<file path="src/rtl/hca_pkg.sv">
// ----------------------------------------------------------------------------
// hca_pkg
// Shared types, register codes and small arithmetic helpers for the HSL
// color adjust pipeline.
// ----------------------------------------------------------------------------
package hca_pkg;

  localparam int CFG_IDX_W  = 1;
  localparam int CFG_DATA_W = 8;

  localparam logic [CFG_IDX_W-1:0] REG_MODE  = 1'd0;
  localparam logic [CFG_IDX_W-1:0] REG_LEVEL = 1'd1;

  // code 3 is unused and behaves as pastel
  typedef enum logic [1:0] {
    MODE_LIGHTEN  = 2'd0,
    MODE_SATURATE = 2'd1,
    MODE_PASTEL   = 2'd2
  } mode_t;

  localparam logic signed [7:0] LEVEL_MAX = 8'sd100;
  localparam logic signed [7:0] LEVEL_MIN = -8'sd100;

  typedef struct packed {
    logic [7:0] in_red;
    logic [7:0] in_green;
    logic [7:0] in_blue;
  } pix_in_t;

  typedef struct packed {
    logic [7:0] out_red;
    logic [7:0] out_green;
    logic [7:0] out_blue;
    logic [7:0] out_alpha;
  } pix_out_t;

  typedef struct packed {
    logic [8:0] hue;
    logic [6:0] sat;
    logic [6:0] lt;
  } hsl_t;

  // floor(x / 100) for x below 25600
  function automatic logic [7:0] div100(input logic [14:0] x);
    logic [34:0] p;
    p = 35'(x) * 35'(5243);
    return p[26:19];
  endfunction

  // t / 100 truncating toward zero, |t| <= 10000
  function automatic logic signed [8:0] div100_trunc(input logic signed [15:0] t);
    logic [15:0] mag;
    logic [7:0]  q;
    mag = t[15] ? 16'(-t) : 16'(t);
    q   = div100(mag[14:0]);
    return t[15] ? -$signed({1'b0, q}) : $signed({1'b0, q});
  endfunction

  function automatic logic [6:0] clamp_pct(input logic signed [9:0] x);
    if (x > 10'sd100) begin
      return 7'd100;
    end else if (x < 10'sd0) begin
      return 7'd0;
    end
    return x[6:0];
  endfunction

endpackage

</file>
<file path="src/rtl/hca_div.sv">
// ----------------------------------------------------------------------------
// hca_div
// Pipelined restoring divider, one quotient bit per stage, with a sideband
// word that travels alongside the operands.
// ----------------------------------------------------------------------------
module hca_div #(
  parameter int NUM_W  = 24,
  parameter int DEN_W  = 9,
  parameter int SIDE_W = 8
) (
  input  logic              clk,
  input  logic              rst,
  input  logic              en,
  input  logic              in_valid,
  input  logic [NUM_W-1:0]  num,
  input  logic [DEN_W-1:0]  den,
  input  logic [SIDE_W-1:0] side_in,
  output logic              out_valid,
  output logic [NUM_W-1:0]  quot,
  output logic [SIDE_W-1:0] side_out
);

  logic [DEN_W-1:0]  rem_r  [NUM_W];
  logic [NUM_W-1:0]  nq_r   [NUM_W];
  logic [DEN_W-1:0]  den_r  [NUM_W];
  logic [SIDE_W-1:0] side_r [NUM_W];
  logic              vld_r  [NUM_W];

  for (genvar i = 0; i < NUM_W; i++) begin : g_stage
    logic [DEN_W-1:0]  rem_in;
    logic [NUM_W-1:0]  nq_in;
    logic [DEN_W-1:0]  den_in;
    logic [SIDE_W-1:0] side_src;
    logic              vld_in;
    logic [DEN_W:0]    trial;
    logic [DEN_W:0]    diff;
    logic              fits;

    if (i == 0) begin : g_first
      assign rem_in   = '0;
      assign nq_in    = num;
      assign den_in   = den;
      assign side_src = side_in;
      assign vld_in   = in_valid;
    end else begin : g_next
      assign rem_in   = rem_r[i-1];
      assign nq_in    = nq_r[i-1];
      assign den_in   = den_r[i-1];
      assign side_src = side_r[i-1];
      assign vld_in   = vld_r[i-1];
    end

    // shift the next dividend bit into the partial remainder
    assign trial = {rem_in, nq_in[NUM_W-1]};
    assign diff  = trial - {1'b0, den_in};
    assign fits  = trial >= {1'b0, den_in};

    always_ff @(posedge clk) begin
      if (rst) begin
        vld_r[i] <= 1'b0;
      end else if (en) begin
        vld_r[i] <= vld_in;
      end
    end

    always_ff @(posedge clk) begin
      if (en) begin
        rem_r[i]  <= fits ? diff[DEN_W-1:0] : trial[DEN_W-1:0];
        nq_r[i]   <= {nq_in[NUM_W-2:0], fits};
        den_r[i]  <= den_in;
        side_r[i] <= side_src;
      end
    end
  end

  assign out_valid = vld_r[NUM_W-1];
  assign quot      = nq_r[NUM_W-1];
  assign side_out  = side_r[NUM_W-1];

endmodule

</file>
<file path="src/rtl/hca_rgb2hsl.sv">
// ----------------------------------------------------------------------------
// hca_rgb2hsl
// Fixed-point RGB to HSL conversion: min/max and hue sextant select, then a
// saturation divide and a hue divide through two divider pipelines.
// ----------------------------------------------------------------------------
module hca_rgb2hsl import hca_pkg::*; (
  input  logic    clk,
  input  logic    rst,
  input  logic    en,
  input  logic    in_valid,
  input  pix_in_t in_data,
  output logic    hsl_valid,
  output hsl_t    hsl
);

  typedef struct packed {
    logic [7:0] diff;
    logic [7:0] vm;
    logic [8:0] base;
    logic       neg;
    logic       nz;
    logic [6:0] lt;
  } sat_side_t;

  typedef struct packed {
    logic [8:0] base;
    logic       neg;
    logic       nz;
    logic [6:0] lt;
    logic [6:0] sat;
  } hue_side_t;

  logic [7:0]  r, g, b, vmax, vmin, vm, dsel;
  logic [8:0]  sum, den, base;
  logic        neg, nz;
  logic [22:0] lp;

  sat_side_t   s1_in, s1_out;
  hue_side_t   s2_in, s2_out;
  logic [23:0] q1, q2;
  logic        v1, v2;
  logic [23:0] sp;
  logic [22:0] dp;
  logic [9:0]  hue_sum;
  logic [8:0]  hue_next;

  assign r = in_data.in_red;
  assign g = in_data.in_green;
  assign b = in_data.in_blue;

  always_comb begin
    vmax = r;
    if (g > vmax) vmax = g;
    if (b > vmax) vmax = b;
    vmin = r;
    if (g < vmin) vmin = g;
    if (b < vmin) vmin = b;
    sum = 9'(vmax) + 9'(vmin);
    vm  = vmax - vmin;
    // light colors divide by the distance to full scale
    den = sum[8] ? 9'(10'd512 - 10'(sum)) : sum;
    nz  = (sum != 9'd0) && (vm != 8'd0);
    lp  = 23'(sum) * 23'(12800);
    if (r == vmax) begin
      if (g == vmin) begin
        base = 9'd300; neg = 1'b0; dsel = vmax - b;
      end else begin
        base = 9'd60;  neg = 1'b1; dsel = vmax - g;
      end
    end else if (g == vmax) begin
      if (b == vmin) begin
        base = 9'd60;  neg = 1'b0; dsel = vmax - r;
      end else begin
        base = 9'd180; neg = 1'b1; dsel = vmax - b;
      end
    end else begin
      if (r == vmin) begin
        base = 9'd180; neg = 1'b0; dsel = vmax - g;
      end else begin
        base = 9'd300; neg = 1'b1; dsel = vmax - r;
      end
    end
  end

  assign s1_in = '{diff: dsel, vm: vm, base: base, neg: neg, nz: nz, lt: lp[22:16]};

  hca_div #(.NUM_W(24), .DEN_W(9), .SIDE_W($bits(sat_side_t))) u_div_sat (
    .clk      (clk),
    .rst      (rst),
    .en       (en),
    .in_valid (in_valid),
    .num      ({vm, 16'h0000}),
    .den      (den),
    .side_in  (s1_in),
    .out_valid(v1),
    .quot     (q1),
    .side_out (s1_out)
  );

  assign sp    = 24'(q1[16:0]) * 24'(100);
  assign s2_in = '{base: s1_out.base, neg: s1_out.neg, nz: s1_out.nz, lt: s1_out.lt,
                   sat: s1_out.nz ? sp[22:16] : 7'd0};

  hca_div #(.NUM_W(24), .DEN_W(8), .SIDE_W($bits(hue_side_t))) u_div_hue (
    .clk      (clk),
    .rst      (rst),
    .en       (en),
    .in_valid (v1),
    .num      ({s1_out.diff, 16'h0000}),
    .den      (s1_out.vm),
    .side_in  (s2_in),
    .out_valid(v2),
    .quot     (q2),
    .side_out (s2_out)
  );

  always_comb begin
    dp      = 23'(q2[16:0]) * 23'(60);
    hue_sum = s2_out.neg ? 10'(s2_out.base) - 10'(dp[22:16])
                         : 10'(s2_out.base) + 10'(dp[22:16]);
    // full turn wraps to zero
    if (!s2_out.nz || hue_sum == 10'd360) begin
      hue_next = 9'd0;
    end else begin
      hue_next = hue_sum[8:0];
    end
  end

  always_ff @(posedge clk) begin
    if (rst) begin
      hsl_valid <= 1'b0;
    end else if (en) begin
      hsl_valid <= v2;
    end
  end

  always_ff @(posedge clk) begin
    if (en) begin
      hsl <= '{hue: hue_next, sat: s2_out.sat, lt: s2_out.lt};
    end
  end

endmodule

</file>
<file path="config.mk">
export PLATFORM = sky130hd
export DESIGN_NAME = hca_rgb2hsl
export DESIGN_NICKNAME = d
export VERILOG_FILES = /design/src/rtl/hca_pkg.sv /design/src/rtl/hca_div.sv /design/src/rtl/hca_rgb2hsl.sv
export SDC_FILE = /design/constraint.sdc
export NUM_CORES = 2
export LEC_CHECK = 0
export BUFFER_PORTS_ARGS = -buffer_cell sky130_fd_sc_hd__buf_4
export CAP_MARGIN = 30
export CORE_AREA = 2 2 414 416
export CTS_BUF_LIST = sky130_fd_sc_hd__clkbuf_4
export DETAILED_ROUTE_END_ITERATION = 6
export DIE_AREA = 0 0 416 418
export HOLD_SLACK_MARGIN = 0.1
export PLACE_DENSITY = 0.74
export SETUP_SLACK_MARGIN = 0.05
export SLEW_MARGIN = 25
export SYNTH_ARGS = -nofsm -noshare
export SYNTH_HDL_FRONTEND = slang
export SYNTH_SLANG_ARGS = --single-unit
</file>
<file path="constraint.sdc">
create_clock -name clk -period 13 [get_ports clk]
set_input_delay 3.9 -clock clk [delete_from_list [all_inputs] [get_ports clk]]
set_output_delay 3.9 -clock clk [all_outputs]
set_load 0.02 [all_outputs]
</file>
==> flow_summary.ini <==
[setup_path]
crit_fanout = 21
timing.rr.end = hsl[17]
cpMostUsedCell = inv_1
max_stage_delay_ns = 0.56
arrival_ns = 11.96
required_ns = 13.92
critPathKind = input pin to flop
slowest_stage = fa_1
critPathCaptureType = flop
r2r_start = u_div_hue.nq_r[11][27]
rr_worst_depth = 18
critical_path.endpoint = u_div_sat.side_r[0][6]
startpoint_type = input pin
crit_start = in_data[23]
r2r_slack_ns = 6.87

[clock_tree]
cts_max_path_buffers = 4
post_cts.repair.setup_buffers = 0
cts_tree = yes
cts_resized = 0
insertion_delay_ns = 1.28
ctsHoldBuffers = 0
htreeDepth = 6
cts_sinks = 2341
clk_pin_slew_ns = 0.07
clk_root_buffer_cell = clkbuf_4
cts_buffers = 592

[sta]
min_period_ns = 11.04
hold_ws_ns = 0.3150
max_slew_margin = 0.3052
rsz0062_at_grt = no
finalSetupViolCount = 0
worst_pin_slew_ns = 1.042
fin_ws_ns = 1.960
hold_violations = 0
finalCritPeriodShare = 0.8492
fmax_ghz = 0.09058
maxSlewViolCount = 0
clock_skew_ns = 0.1277
final.setup.tns_ns = 0

[pwr]
internal_power_mw = 15.88
total_power_mw = 22.60
clock_power_share = 0.259
pwr-share-seq = 0.462
p_leak_nw = 42.74
netSwitchingFraction = 0.2975
p_sw_mw = 6.726
vdd_drop_max_v = 0.0001868
power_density_nw_per_um2 = 208.9
pwr-share-comb = 0.278

[floorplanning]
dieWidth_um = 416
ioPinCount = 52
dieArea_um2 = 173900
die_h_um = 418
start_util = 0.5784
core_um2 = 169100
rows = 151

[place]
dp_hpwl_um = 96610
dp.cells = 8546
gp_congestion = 0.8579
port_buffers = 51
place_ws_ns = 0.8297

[worst_hold_path]
hold_path.class = flop to flop

[global_route]
grt_pass1_vias = 51540
grt_first_pass_wirelength_um = 248200
grt-ovfl-total = 0
track_usage = 0.1746
antenna_found_initial = 2
grt_max_degree = 201

[synthesis]
synth-warning-count = 0
synth_edf_count = 2340
synthCells = 6304
ys_ff_latch = 2341
yosysSeqAreaShare = 0.7187
synth_area_um2 = 97800
synth_ff_type = edfxtp_1
synth_async_sr_flop_share = 0
syn_nets = 6990
synth_cell_types = 95
syn_avg_cell_area_um2 = 15.51

[outcome]
outcome = finished, final reports clean

[run]
cap_violations = 0

[drt]
routedWlPerCell_um = 15.87
ant_nets = 0
num_vias = 50500
wl_um = 151000
drc = 0
first_pass_iters = 7
drt-initial-drc-count = 3173
avgViaCountPerCell = 5.311

[finish]
drive_gt1_frac = 0.1436
syn_to_final_growth_pct = 10.66
instances_no_fill = 9509
layout.nets = 7610
==> sequential cells by signal, indices dropped and copies added, names as in the netlist, 153 cells and up <==
name / flops
u_div_sat.side_r: 688
u_div_hue.rem_r: 184
u_div_sat.den_r: 192
u_div_hue.den_r: 184
u_div_hue.nq_r: 181
u_div_hue.side_r: 480
u_div_sat.rem_r: 207
u_div_sat.nq_r: 153
==> per-stage QoR <==
| stage | utilization | area [um2] |
|---|---|---|
| floorplan | - | 97800 |
| global placement | 0.5980 | 101100 |
| detailed placement | 0.5982 | 101200 |
| CTS | 0.6397 | 108200 |
| global route | 0.6400 | 108200 |
| finish | 0.6400 | 108200 |
==> power by group through the flow <==
stage / Sequential, mW / Combinational [mW] / Clock, mW
detailed placement: 10.6 / 6.26 / 0
global placement: 10.6 / 6.09 / 0
floorplan: 10.4 / 4.85 / 0
finish: 10.5 / 6.29 / 5.86
global route: 10.6 / 7.14 / 6.50
CTS: 10.5 / 6.32 / 6.13
==> cell type report <==
type / count / area (um2)
repair buffers: 95 / 914.6
diodes: 6 / 15.01
fillers: 12029 / 60870
multi-input cells: 3173 / 24510
inverters: 721 / 2706
well taps: 2218 / 2775
clock buffers: 810 / 6081
flip-flops and latches: 2341 / 70290
clock inverters: 145 / 940.9
==> logic make-up (layout without fill, tap and decap cells) <==
kind of cell | count (synthesis) | after routing | share of synthesized area
XOR/XNOR | 277 | 277 | 0.02510
flip-flops | 2341 | 2341 | 0.7187
AND/OR/NAND/NOR | 1107 | 1107 | 0.05757
adder cells (fa/ha/maj) | 658 | 658 | 0.09132
multiplexers | 58 | 58 | 0.006512
buffers and inverters | 790 | 1771 | 0.03078
AO/OA/AOI/OAI | 1073 | 1073 | 0.07004
other | 0 | 6 | 0
==> metal layers <==
metal / global-route usage / up-vias / wire length [um]
met5: 0 / - / 0
met4: 0.07797 / 0 / 4007
met3: 0.04029 / 302 / 6572
met2: 0.2875 / 996 / 73990
met1: 0.2226 / 24386 / 66380
li1: - / 24816 / -
==> how the worst min path moves through the flow <==
stage | slack [ns] | start | endpoint | cells past startpoint
after global placement | 0.40 | u_div_hue.side_r[4][34] | u_div_hue.side_r[5][9] | 0
after CTS | 0.30 | u_div_sat.side_r[0][191] | u_div_sat.side_r[0][225] | 0
after detailed placement | 0.40 | u_div_hue.nq_r[0][17] | u_div_hue.nq_r[0][42] | 0
after floorplan | 0.40 | u_div_hue.side_r[11][32] | hsl[0] | 0
after global routing | 0.30 | u_div_sat.side_r[0][192] | u_div_sat.side_r[0][226] | 0
final | 0.31 | u_div_sat.side_r[0][191] | u_div_sat.side_r[0][225] | 0
==> layout by cell type (no fill, tap or decap), types with 19 or more instances in the layout <==
cell and instances:
xor2_1 92, nor2b_1 97, a21o_1 177, mux2_2 45, nor4_1 19, and3_1 41, nor3_1 27, a21boi_0 21
a21oi_1 319, o21ai_0 286, nand4_1 85, nor2_1 325, nand2b_1 81, o21bai_1 46, o31ai_1 51, fa_1 93
nand3_1 50, ha_1 565, buf_4 80, inv_1 720, a211oi_1 27, edfxtp_1 2340, xnor2_1 183, o211a_1 34
or4_1 20, nand2_1 220, and2_1 79, clkbuf_4 810, clkinv_1 103
==> critical path, delay by kind of cell <==
family | cells | cell delay (ns)
XOR/XNOR | 2 | 0.35
AND/OR/NAND/NOR | 6 | 1.54
AO/OA/AOI/OAI | 16 | 3.26
adder cells (fa/ha/maj) | 6 | 2.18
buffers and inverters | 7 | 0.71
==> cells in the mapped netlist (13+ instances only) <==
master    number  share of area
o31ai_1       51         0.0039
a21boi_0      21         0.0016
and2_1        79         0.0051
nor2_1       325          0.012
and3_1        41         0.0026
a21oi_1      319          0.016
a21o_1       177          0.014
inv_1        720          0.028
fa_1          93          0.019
or4_1         20         0.0015
xnor2_1      183          0.016
o211a_1       34         0.0035
nor2b_1       98         0.0063
clkbuf_1      57         0.0022
nor4_1        19         0.0012
nand3_1       50         0.0026
xor2_1        92         0.0082
mux2_2        45         0.0052
a211oi_1      27         0.0021
nor3_1        27         0.0014
mux2i_1       13         0.0013
edfxtp_1    2340           0.72
nand2_1      220         0.0084
ha_1         565          0.072
nand2b_1      81         0.0052
nand4_1       85         0.0054
o21ai_0      286          0.015
o21bai_1      46         0.0035
Power figures use the tool's default switching activity.
