## config.mk

```make
export PLATFORM = sky130hd
export DESIGN_NAME = hca_hsl2rgb
export DESIGN_NICKNAME = d
export VERILOG_FILES = /design/src/rtl/hca_pkg.sv /design/src/rtl/hca_div.sv /design/src/rtl/hca_hsl2rgb.sv
export SDC_FILE = /design/constraint.sdc
export NUM_CORES = 2
export LEC_CHECK = 0
export BUFFER_PORTS_ARGS = -buffer_cell sky130_fd_sc_hd__buf_2
export CAP_MARGIN = 20
export CORE_ASPECT_RATIO = 1.1
export CORE_MARGIN = 5
export CORE_UTILIZATION = 50
export CTS_BUF_LIST = sky130_fd_sc_hd__clkbuf_8
export DETAILED_ROUTE_END_ITERATION = 6
export HOLD_SLACK_MARGIN = 0.12
export MAX_ROUTING_LAYER = met4
export PLACE_DENSITY = 0.65
export SKIP_LAST_GASP = 1
export SYNTH_ARGS = -nofsm -noshare
export SYNTH_HDL_FRONTEND = slang
export SYNTH_SLANG_ARGS = --single-unit
```

## constraint.sdc

```tcl
create_clock -name clk -period 26.1 [get_ports clk]
set_clock_uncertainty 0.2 [all_clocks]
set_input_delay 1.305 -clock clk [delete_from_list [all_inputs] [get_ports clk]]
set_output_delay 1.305 -clock clk [all_outputs]
set_load 0.005 [all_outputs]
```

## src/rtl/hca_pkg.sv

```systemverilog
// ----------------------------------------------------------------------------
// hca_pkg
// Shared types, register codes and small arithmetic helpers for the HSL
// color adjust pipeline.
// ----------------------------------------------------------------------------
package hca_pkg;

  localparam int CFG_IDX_W  = 1;
  localparam int CFG_DATA_W = 8;

  localparam logic [CFG_IDX_W-1:0] REG_MODE  = 1'd0;
  localparam logic [CFG_IDX_W-1:0] REG_LEVEL = 1'd1;

  // code 3 is unused and behaves as pastel
  typedef enum logic [1:0] {
    MODE_LIGHTEN  = 2'd0,
    MODE_SATURATE = 2'd1,
    MODE_PASTEL   = 2'd2
  } mode_t;

  localparam logic signed [7:0] LEVEL_MAX = 8'sd100;
  localparam logic signed [7:0] LEVEL_MIN = -8'sd100;

  typedef struct packed {
    logic [7:0] in_red;
    logic [7:0] in_green;
    logic [7:0] in_blue;
  } pix_in_t;

  typedef struct packed {
    logic [7:0] out_red;
    logic [7:0] out_green;
    logic [7:0] out_blue;
    logic [7:0] out_alpha;
  } pix_out_t;

  typedef struct packed {
    logic [8:0] hue;
    logic [6:0] sat;
    logic [6:0] lt;
  } hsl_t;

  // floor(x / 100) for x below 25600
  function automatic logic [7:0] div100(input logic [14:0] x);
    logic [34:0] p;
    p = 35'(x) * 35'(5243);
    return p[26:19];
  endfunction

  // t / 100 truncating toward zero, |t| <= 10000
  function automatic logic signed [8:0] div100_trunc(input logic signed [15:0] t);
    logic [15:0] mag;
    logic [7:0]  q;
    mag = t[15] ? 16'(-t) : 16'(t);
    q   = div100(mag[14:0]);
    return t[15] ? -$signed({1'b0, q}) : $signed({1'b0, q});
  endfunction

  function automatic logic [6:0] clamp_pct(input logic signed [9:0] x);
    if (x > 10'sd100) begin
      return 7'd100;
    end else if (x < 10'sd0) begin
      return 7'd0;
    end
    return x[6:0];
  endfunction

endpackage

```

## src/rtl/hca_div.sv

```systemverilog
// ----------------------------------------------------------------------------
// hca_div
// Pipelined restoring divider, one quotient bit per stage, with a sideband
// word that travels alongside the operands.
// ----------------------------------------------------------------------------
module hca_div #(
  parameter int NUM_W  = 24,
  parameter int DEN_W  = 9,
  parameter int SIDE_W = 8
) (
  input  logic              clk,
  input  logic              rst,
  input  logic              en,
  input  logic              in_valid,
  input  logic [NUM_W-1:0]  num,
  input  logic [DEN_W-1:0]  den,
  input  logic [SIDE_W-1:0] side_in,
  output logic              out_valid,
  output logic [NUM_W-1:0]  quot,
  output logic [SIDE_W-1:0] side_out
);

  logic [DEN_W-1:0]  rem_r  [NUM_W];
  logic [NUM_W-1:0]  nq_r   [NUM_W];
  logic [DEN_W-1:0]  den_r  [NUM_W];
  logic [SIDE_W-1:0] side_r [NUM_W];
  logic              vld_r  [NUM_W];

  for (genvar i = 0; i < NUM_W; i++) begin : g_stage
    logic [DEN_W-1:0]  rem_in;
    logic [NUM_W-1:0]  nq_in;
    logic [DEN_W-1:0]  den_in;
    logic [SIDE_W-1:0] side_src;
    logic              vld_in;
    logic [DEN_W:0]    trial;
    logic [DEN_W:0]    diff;
    logic              fits;

    if (i == 0) begin : g_first
      assign rem_in   = '0;
      assign nq_in    = num;
      assign den_in   = den;
      assign side_src = side_in;
      assign vld_in   = in_valid;
    end else begin : g_next
      assign rem_in   = rem_r[i-1];
      assign nq_in    = nq_r[i-1];
      assign den_in   = den_r[i-1];
      assign side_src = side_r[i-1];
      assign vld_in   = vld_r[i-1];
    end

    // shift the next dividend bit into the partial remainder
    assign trial = {rem_in, nq_in[NUM_W-1]};
    assign diff  = trial - {1'b0, den_in};
    assign fits  = trial >= {1'b0, den_in};

    always_ff @(posedge clk) begin
      if (rst) begin
        vld_r[i] <= 1'b0;
      end else if (en) begin
        vld_r[i] <= vld_in;
      end
    end

    always_ff @(posedge clk) begin
      if (en) begin
        rem_r[i]  <= fits ? diff[DEN_W-1:0] : trial[DEN_W-1:0];
        nq_r[i]   <= {nq_in[NUM_W-2:0], fits};
        den_r[i]  <= den_in;
        side_r[i] <= side_src;
      end
    end
  end

  assign out_valid = vld_r[NUM_W-1];
  assign quot      = nq_r[NUM_W-1];
  assign side_out  = side_r[NUM_W-1];

endmodule

```

## src/rtl/hca_hsl2rgb.sv

```systemverilog
// ----------------------------------------------------------------------------
// hca_hsl2rgb
// Applies the lighten / saturate adjustment, then converts HSL back to 8-bit
// RGB with the integer sextant method.
// ----------------------------------------------------------------------------
module hca_hsl2rgb import hca_pkg::*; (
  input  logic             clk,
  input  logic             rst,
  input  logic             en,
  input  logic             hsl_valid,
  input  hsl_t             hsl,
  input  logic [1:0]       adjust_mode,
  input  logic signed [7:0] adjust_level,
  output logic             out_valid,
  output pix_out_t         out_data
);

  typedef struct packed {
    logic [6:0] v;
    logic [8:0] m;
    logic [6:0] fract;
    logic [2:0] sext;
  } sv_side_t;

  // stage a1: adjustment products
  logic                va1;
  logic signed [15:0]  tl, ts;
  hsl_t                ha1;
  // stage a2: adjusted values
  logic                va2;
  logic [8:0]          ha2;
  logic [6:0]          sa2, la2;
  // stage b1
  logic                vb1, lo_b1;
  logic [13:0]         p_b1;
  logic [6:0]          s_b1, l_b1;
  logic [8:0]          h_b1;
  logic [2:0]          sext_b1;
  // stage b2
  logic                vb2;
  logic [6:0]          v_b2;
  logic signed [8:0]   m_b2;
  logic [5:0]          rem_b2;
  logic [2:0]          sext_b2;
  // divider and later stages
  sv_side_t            sd_in, sd_out;
  logic [13:0]         sv_q;
  logic                vdv;
  logic                vd, ve, vf, vg;
  logic [13:0]         p1_d;
  logic [20:0]         p2_e;
  logic [6:0]          vsf_f;
  sv_side_t            sd_d, sd_e, sd_f;
  logic [14:0]         c0_g, c1_g, c2_g;

  logic signed [15:0]  dlx, dsx, lvx;
  logic signed [9:0]   lsum, ssum;
  logic [19:0]         hx;
  logic [7:0]          vq;
  logic [7:0]          vsum;
  logic [6:0]          v_next;
  logic [8:0]          rem_w;
  logic [22:0]         fp;
  logic signed [9:0]   vmd;
  logic [13:0]         sv_num;
  logic [41:0]         vp;
  logic signed [9:0]   vs, ms, up, dn, c0s, c1s, c2s;

  // ---- stage a1
  always_comb begin
    lvx = 16'(adjust_level);
    dlx = $signed(16'(8'd100 - 8'(hsl.lt)));
    dsx = $signed(16'(8'd100 - 8'(hsl.sat)));
  end

  always_ff @(posedge clk) begin
    if (en) begin
      tl  <= dlx * lvx;
      ts  <= dsx * lvx;
      ha1 <= hsl;
    end
  end

  // ---- stage a2
  always_comb begin
    lsum = $signed({3'b000, ha1.lt}) + 10'(div100_trunc(tl));
    ssum = $signed({3'b000, ha1.sat}) - 10'(div100_trunc(ts));
  end

  always_ff @(posedge clk) begin
    if (en) begin
      ha2 <= ha1.hue;
      la2 <= (adjust_mode != MODE_SATURATE) ? clamp_pct(lsum) : ha1.lt;
      sa2 <= (adjust_mode != MODE_LIGHTEN)  ? clamp_pct(ssum) : ha1.sat;
    end
  end

  // ---- stage b1
  assign hx = 20'(ha2) * 20'(1093);

  always_ff @(posedge clk) begin
    if (en) begin
      lo_b1   <= la2 < 7'd50;
      p_b1    <= (la2 < 7'd50) ? 14'(la2) * (14'(sa2) + 14'd100) : 14'(la2) * 14'(sa2);
      s_b1    <= sa2;
      l_b1    <= la2;
      h_b1    <= ha2;
      sext_b1 <= hx[18:16];
    end
  end

  // ---- stage b2
  always_comb begin
    vq     = div100({1'b0, p_b1});
    vsum   = 8'(l_b1) + 8'(s_b1) - vq;
    v_next = lo_b1 ? vq[6:0] : vsum[6:0];
    rem_w  = h_b1 - 9'(sext_b1) * 9'd60;
  end

  always_ff @(posedge clk) begin
    if (en) begin
      v_b2    <= v_next;
      m_b2    <= $signed({1'b0, l_b1, 1'b0}) - $signed({2'b00, v_next});
      rem_b2  <= rem_w[5:0];
      sext_b2 <= sext_b1;
    end
  end

  // ---- spread divide: 100*(v-m)/v
  always_comb begin
    fp     = 23'(rem_b2) * 23'(109300);
    vmd    = $signed({3'b000, v_b2}) - 10'(m_b2);
    sv_num = 14'(vmd[7:0]) * 14'd100;
    sd_in  = '{v: v_b2, m: m_b2, fract: fp[22:16], sext: sext_b2};
  end

  hca_div #(.NUM_W(14), .DEN_W(7), .SIDE_W($bits(sv_side_t))) u_div_sv (
    .clk      (clk),
    .rst      (rst),
    .en       (en),
    .in_valid (vb2),
    .num      (sv_num),
    .den      (v_b2),
    .side_in  (sd_in),
    .out_valid(vdv),
    .quot     (sv_q),
    .side_out (sd_out)
  );

  // ---- stages d, e, f: v*sv*fract/10000
  assign vp = 42'(p2_e) * 42'(1717987);

  always_ff @(posedge clk) begin
    if (en) begin
      p1_d  <= 14'(sd_out.v) * 14'(sv_q[6:0]);
      sd_d  <= sd_out;
      p2_e  <= 21'(p1_d) * 21'(sd_d.fract);
      sd_e  <= sd_d;
      vsf_f <= vp[40:34];
      sd_f  <= sd_e;
    end
  end

  // ---- stage g: sextant select
  always_comb begin
    vs  = $signed({3'b000, sd_f.v});
    ms  = 10'(sd_f.m);
    up  = ms + $signed({3'b000, vsf_f});
    dn  = vs - $signed({3'b000, vsf_f});
    case (sd_f.sext)
      3'd0:    begin c0s = vs; c1s = up; c2s = ms; end
      3'd1:    begin c0s = dn; c1s = vs; c2s = ms; end
      3'd2:    begin c0s = ms; c1s = vs; c2s = up; end
      3'd3:    begin c0s = ms; c1s = dn; c2s = vs; end
      3'd4:    begin c0s = up; c1s = ms; c2s = vs; end
      default: begin c0s = vs; c1s = ms; c2s = dn; end
    endcase
  end

  always_ff @(posedge clk) begin
    if (en) begin
      // zero value gives black
      c0_g <= (sd_f.v == 7'd0) ? 15'd0 : 15'(clamp_pct(c0s)) * 15'd255;
      c1_g <= (sd_f.v == 7'd0) ? 15'd0 : 15'(clamp_pct(c1s)) * 15'd255;
      c2_g <= (sd_f.v == 7'd0) ? 15'd0 : 15'(clamp_pct(c2s)) * 15'd255;
    end
  end

  // ---- stage h: output register
  always_ff @(posedge clk) begin
    if (en) begin
      out_data <= '{out_red: div100(c0_g), out_green: div100(c1_g),
                    out_blue: div100(c2_g), out_alpha: 8'hFF};
    end
  end

  always_ff @(posedge clk) begin
    if (rst) begin
      va1       <= 1'b0;
      va2       <= 1'b0;
      vb1       <= 1'b0;
      vb2       <= 1'b0;
      vd        <= 1'b0;
      ve        <= 1'b0;
      vf        <= 1'b0;
      vg        <= 1'b0;
      out_valid <= 1'b0;
    end else if (en) begin
      va1       <= hsl_valid;
      va2       <= va1;
      vb1       <= va2;
      vb2       <= vb1;
      vd        <= vdv;
      ve        <= vd;
      vf        <= ve;
      vg        <= vf;
      out_valid <= vg;
    end
  end

endmodule

```

==> flow_metrics.py <==
metrics = {
    "status": {
        "status": "finished clean",
    },
    "detailed_routing": {
        "vias": 48715,
        "totalWireLength_um": 154000,
        "first_iter_violations": 1996,
        "wl_met1_um": 65200,
        "routedWlPerCell_um": 16.1,
        "drt_first_pass_iters": 7,
        "wl_met2_um": 81100,
        "final_antenna_net_count": 0,
        "wl_met3_um": 4480,
        "top_layer": "met4",
        "drc": 0,
        "vias_per_cell": 5.09,
    },
    "global_route": {
        "grt_pass1_wl_um": 262000,
        "grt_use_total": 0.193,
        "antenna_found_initial": 4,
        "grt_overflow_total": 0,
        "grt_pass1_vias": 53024,
        "grt_max_degree": 108,
    },
    "worst_setup_path": {
        "r2r_end": "la2[2]$_DFFE_PP_",
        "cp_slowest_cell": "xor2_1",
        "cp_common_cell": "inv_1",
        "worstRegToRegCells": 39,
        "r2r_setup_slack_ns": 15.99,
        "r2r_start": "tl[0]$_DFFE_PP_",
        "cp.required_ns": 26.44,
        "startpoint_type": "flip-flop",
        "criticalPathCategory": "flip-flop to flip-flop",
        "crit_fanout": 9,
        "crit_arrival_ns": 10.46,
        "max_stage_delay_ns": 0.73,
        "startpoint": "tl[0]$_DFFE_PP_",
        "endpoint_kind": "flip-flop",
        "endpoint": "la2[2]$_DFFE_PP_",
    },
    "clock_tree": {
        "postCtsResizedCells": 0,
        "clk_pin_slew_ns": 0.07,
        "holdBufCountCts": 0,
        "clockBufferDepth": 3,
        "cts_setup_buffers": 0,
        "htree_num_levels": 4,
        "cts_tree": "yes",
        "cts_root_buffer": "clkbuf_8",
        "cts.sinks": 859,
        "clock_latency_ns": 0.85,
        "cts_made_buffers": 146,
    },
    "timing": {
        "period_needed_ns": 10.11,
        "hold_viol_final": 0,
        "worst_pin_slew_ns": 1.08,
        "max_freq_mhz": 98.9,
        "fin_tns_setup_ns": 0,
        "rsz0062_at_grt": "no",
        "fin_crit_sh": 0.388,
        "relSlewSlack": 0.273,
        "slew_violations": 0,
        "finalSetupViolCount": 0,
        "setup_slack_ns": 15.99,
    },
    "finish": {
        "fin_nets": 9563,
        "final_cell_mix": "inv_1 (1674), ha_1 (1304), fa_1 (900), edfxtp_1 (850), nand2_1 (347)",
        "final_common_cell": "inv_1",
        "drive_above_1_share": 0.0462,
        "fin_util": 0.537,
        "syn_to_final_growth_pct": 7.10,
    },
    "synth": {
        "synth-seq-cells": 859,
        "synth-edff-count": 850,
        "ys_warn_count": 0,
        "ys_types": 95,
        "synthArstFlopShare": 0,
        "syn-mean-instance-area_um2": 11.3,
        "syn_area_um2": 81200,
        "syn-instance-count": 7159,
        "synth_flop_cell": "edfxtp_1",
        "yosysSeqAreaShare": 0.316,
    },
    "floorplanning": {
        "die_area_um2": 171000,
        "start_util": 0.502,
        "dieWidth_um": 394,
        "core_um2": 162000,
        "io_pins": 70,
        "die_height_um": 433,
        "rows": 155,
    },
    "placed_design": {
        "dp_hpwl_um": 126000,
        "place_ws_ns": 16.13,
        "gp_congestion": 0.921,
        "portBuffers": 61,
    },
    "flow_run": {
        "maxCapViolations": 0,
    },
    "min_path": {
        "hold_class": "flip-flop to flip-flop",
    },
}
flip-flops by register name, indices dropped and copies added, names as in the netlist, 14 cells and up:
| signal | cells |
|---|---|
| out_data | 24 |
| u_div_sv.side_r | 262 |
| c1_g | 15 |
| ha1 | 23 |
| c0_g | 15 |
| u_div_sv.rem_r | 91 |
| sd_e | 18 |
| c2_g | 15 |
| p2_e | 21 |
| u_div_sv.den_r | 88 |
| p1_d | 14 |
| sd_d | 25 |
| u_div_sv.vld_r | 14 |
| ts | 16 |
| tl | 16 |
| u_div_sv.nq_r | 83 |
| p_b1 | 14 |
cell type report:
cell class                 instances  area, µm²
inverter                        1638       6150
clock inverter                   118        876
multi-input combinational       4596      49100
timing repair buffer              81        469
antenna                            4       10.0
fill                           13958      74900
clock buffer                     147       2020
sequential                       859      25700
tap                             2119       2650
cells in the mapped netlist (all sizes together) (7+ instances only):
master   number  share of area
a2111oi       9         0.0012
a211oi       11         0.0011
a21boi       19         0.0018
a21o         92         0.0085
a21oi       206          0.013
a311oi        8        0.00086
a31o         12         0.0013
a31oi        21         0.0016
and2        209          0.016
and3         21         0.0016
buf          13        0.00099
clkbuf       60         0.0028
dfxtp         9         0.0022
edfxtp      850           0.31
fa          900           0.22
ha         1304           0.20
inv        1636          0.076
mux2          7        0.00097
mux2i        34         0.0042
nand2       347          0.016
nand2b       61         0.0047
nand3        43         0.0027
nand4        28         0.0022
nor2        253          0.012
nor2b        72         0.0055
nor3         38         0.0023
nor4          7        0.00054
o211a         7        0.00086
o211ai       15         0.0014
o21a         32         0.0030
o21ai       217          0.013
o21bai       61         0.0056
o221ai        8        0.00086
o31ai        19         0.0019
o41ai         9         0.0013
or2          25         0.0020
or3          15         0.0012
or4          14         0.0013
xnor2       251          0.027
xor2        130          0.014
cells by family after synthesis:
family | count (synthesis) | share of synthesized area
buf+inv | 1711 | 0.0795
xor+xnor | 382 | 0.0417
fa+ha+maj | 2204 | 0.423
compound gates | 810 | 0.0647
other cells | 1 | 0.0000462
mux | 41 | 0.00516
simple gates | 1151 | 0.0697
flops | 859 | 0.316
critical path: cells and delay by family (launching register included):
family                     cells  cell delay (ns)
AOI/OAI and AO/OA              9             1.77
xor gates and xnor gates       3             1.26
muxes                          1             0.33
DFF                            1             0.51
and+or+nand+nor               11             1.79
buffers and inverters          6             0.49
adders and majority gates      9             3.46
worst min-delay path by stage:
stage,cells past startpoint,startpoint,slack [ns],end
final,0,u_div_sv.side_r[11][1]$_DFFE_PP_,0.19,u_div_sv.side_r[12][1]$_DFFE_PP_
after global routing,0,u_div_sv.side_r[6][0]$_DFFE_PP_,0.21,u_div_sv.side_r[7][0]$_DFFE_PP_
after CTS,0,u_div_sv.side_r[11][1]$_DFFE_PP_,0.18,u_div_sv.side_r[12][1]$_DFFE_PP_
after detailed placement,0,u_div_sv.side_r[13][18]$_DFFE_PP_,0.20,sd_d[18]$_DFFE_PP_
after global placement,0,sd_d[21]$_DFFE_PP_,0.20,sd_e[21]$_DFFE_PP_
after floorplan,0,ha1[14]$_DFFE_PP_,0.20,ha2[0]$_DFFE_PP_
per-layer routing:
metal | up-vias | global-route usage
met2 | 606 | 0.350
met4 | 0 | 0.0522
met5 | - | -
met1 | 24081 | 0.228
li1 | 23815 | -
met3 | 213 | 0.0247
per-stage QoR:
step                      std cells  hold WS (ns)  instance area, µm²
after floorplan                7166         0.200               81300
after global placement         9292         0.201               84100
after detailed placement       9292         0.205               84100
after CTS                      9557         0.181               87000
after global routing           9561         0.209               87000
final                          9562         0.191               87000
Power is left out: the tool's default activity adds up to more than one toggle a clock period on the data nets, which glitch-free logic cannot reach.
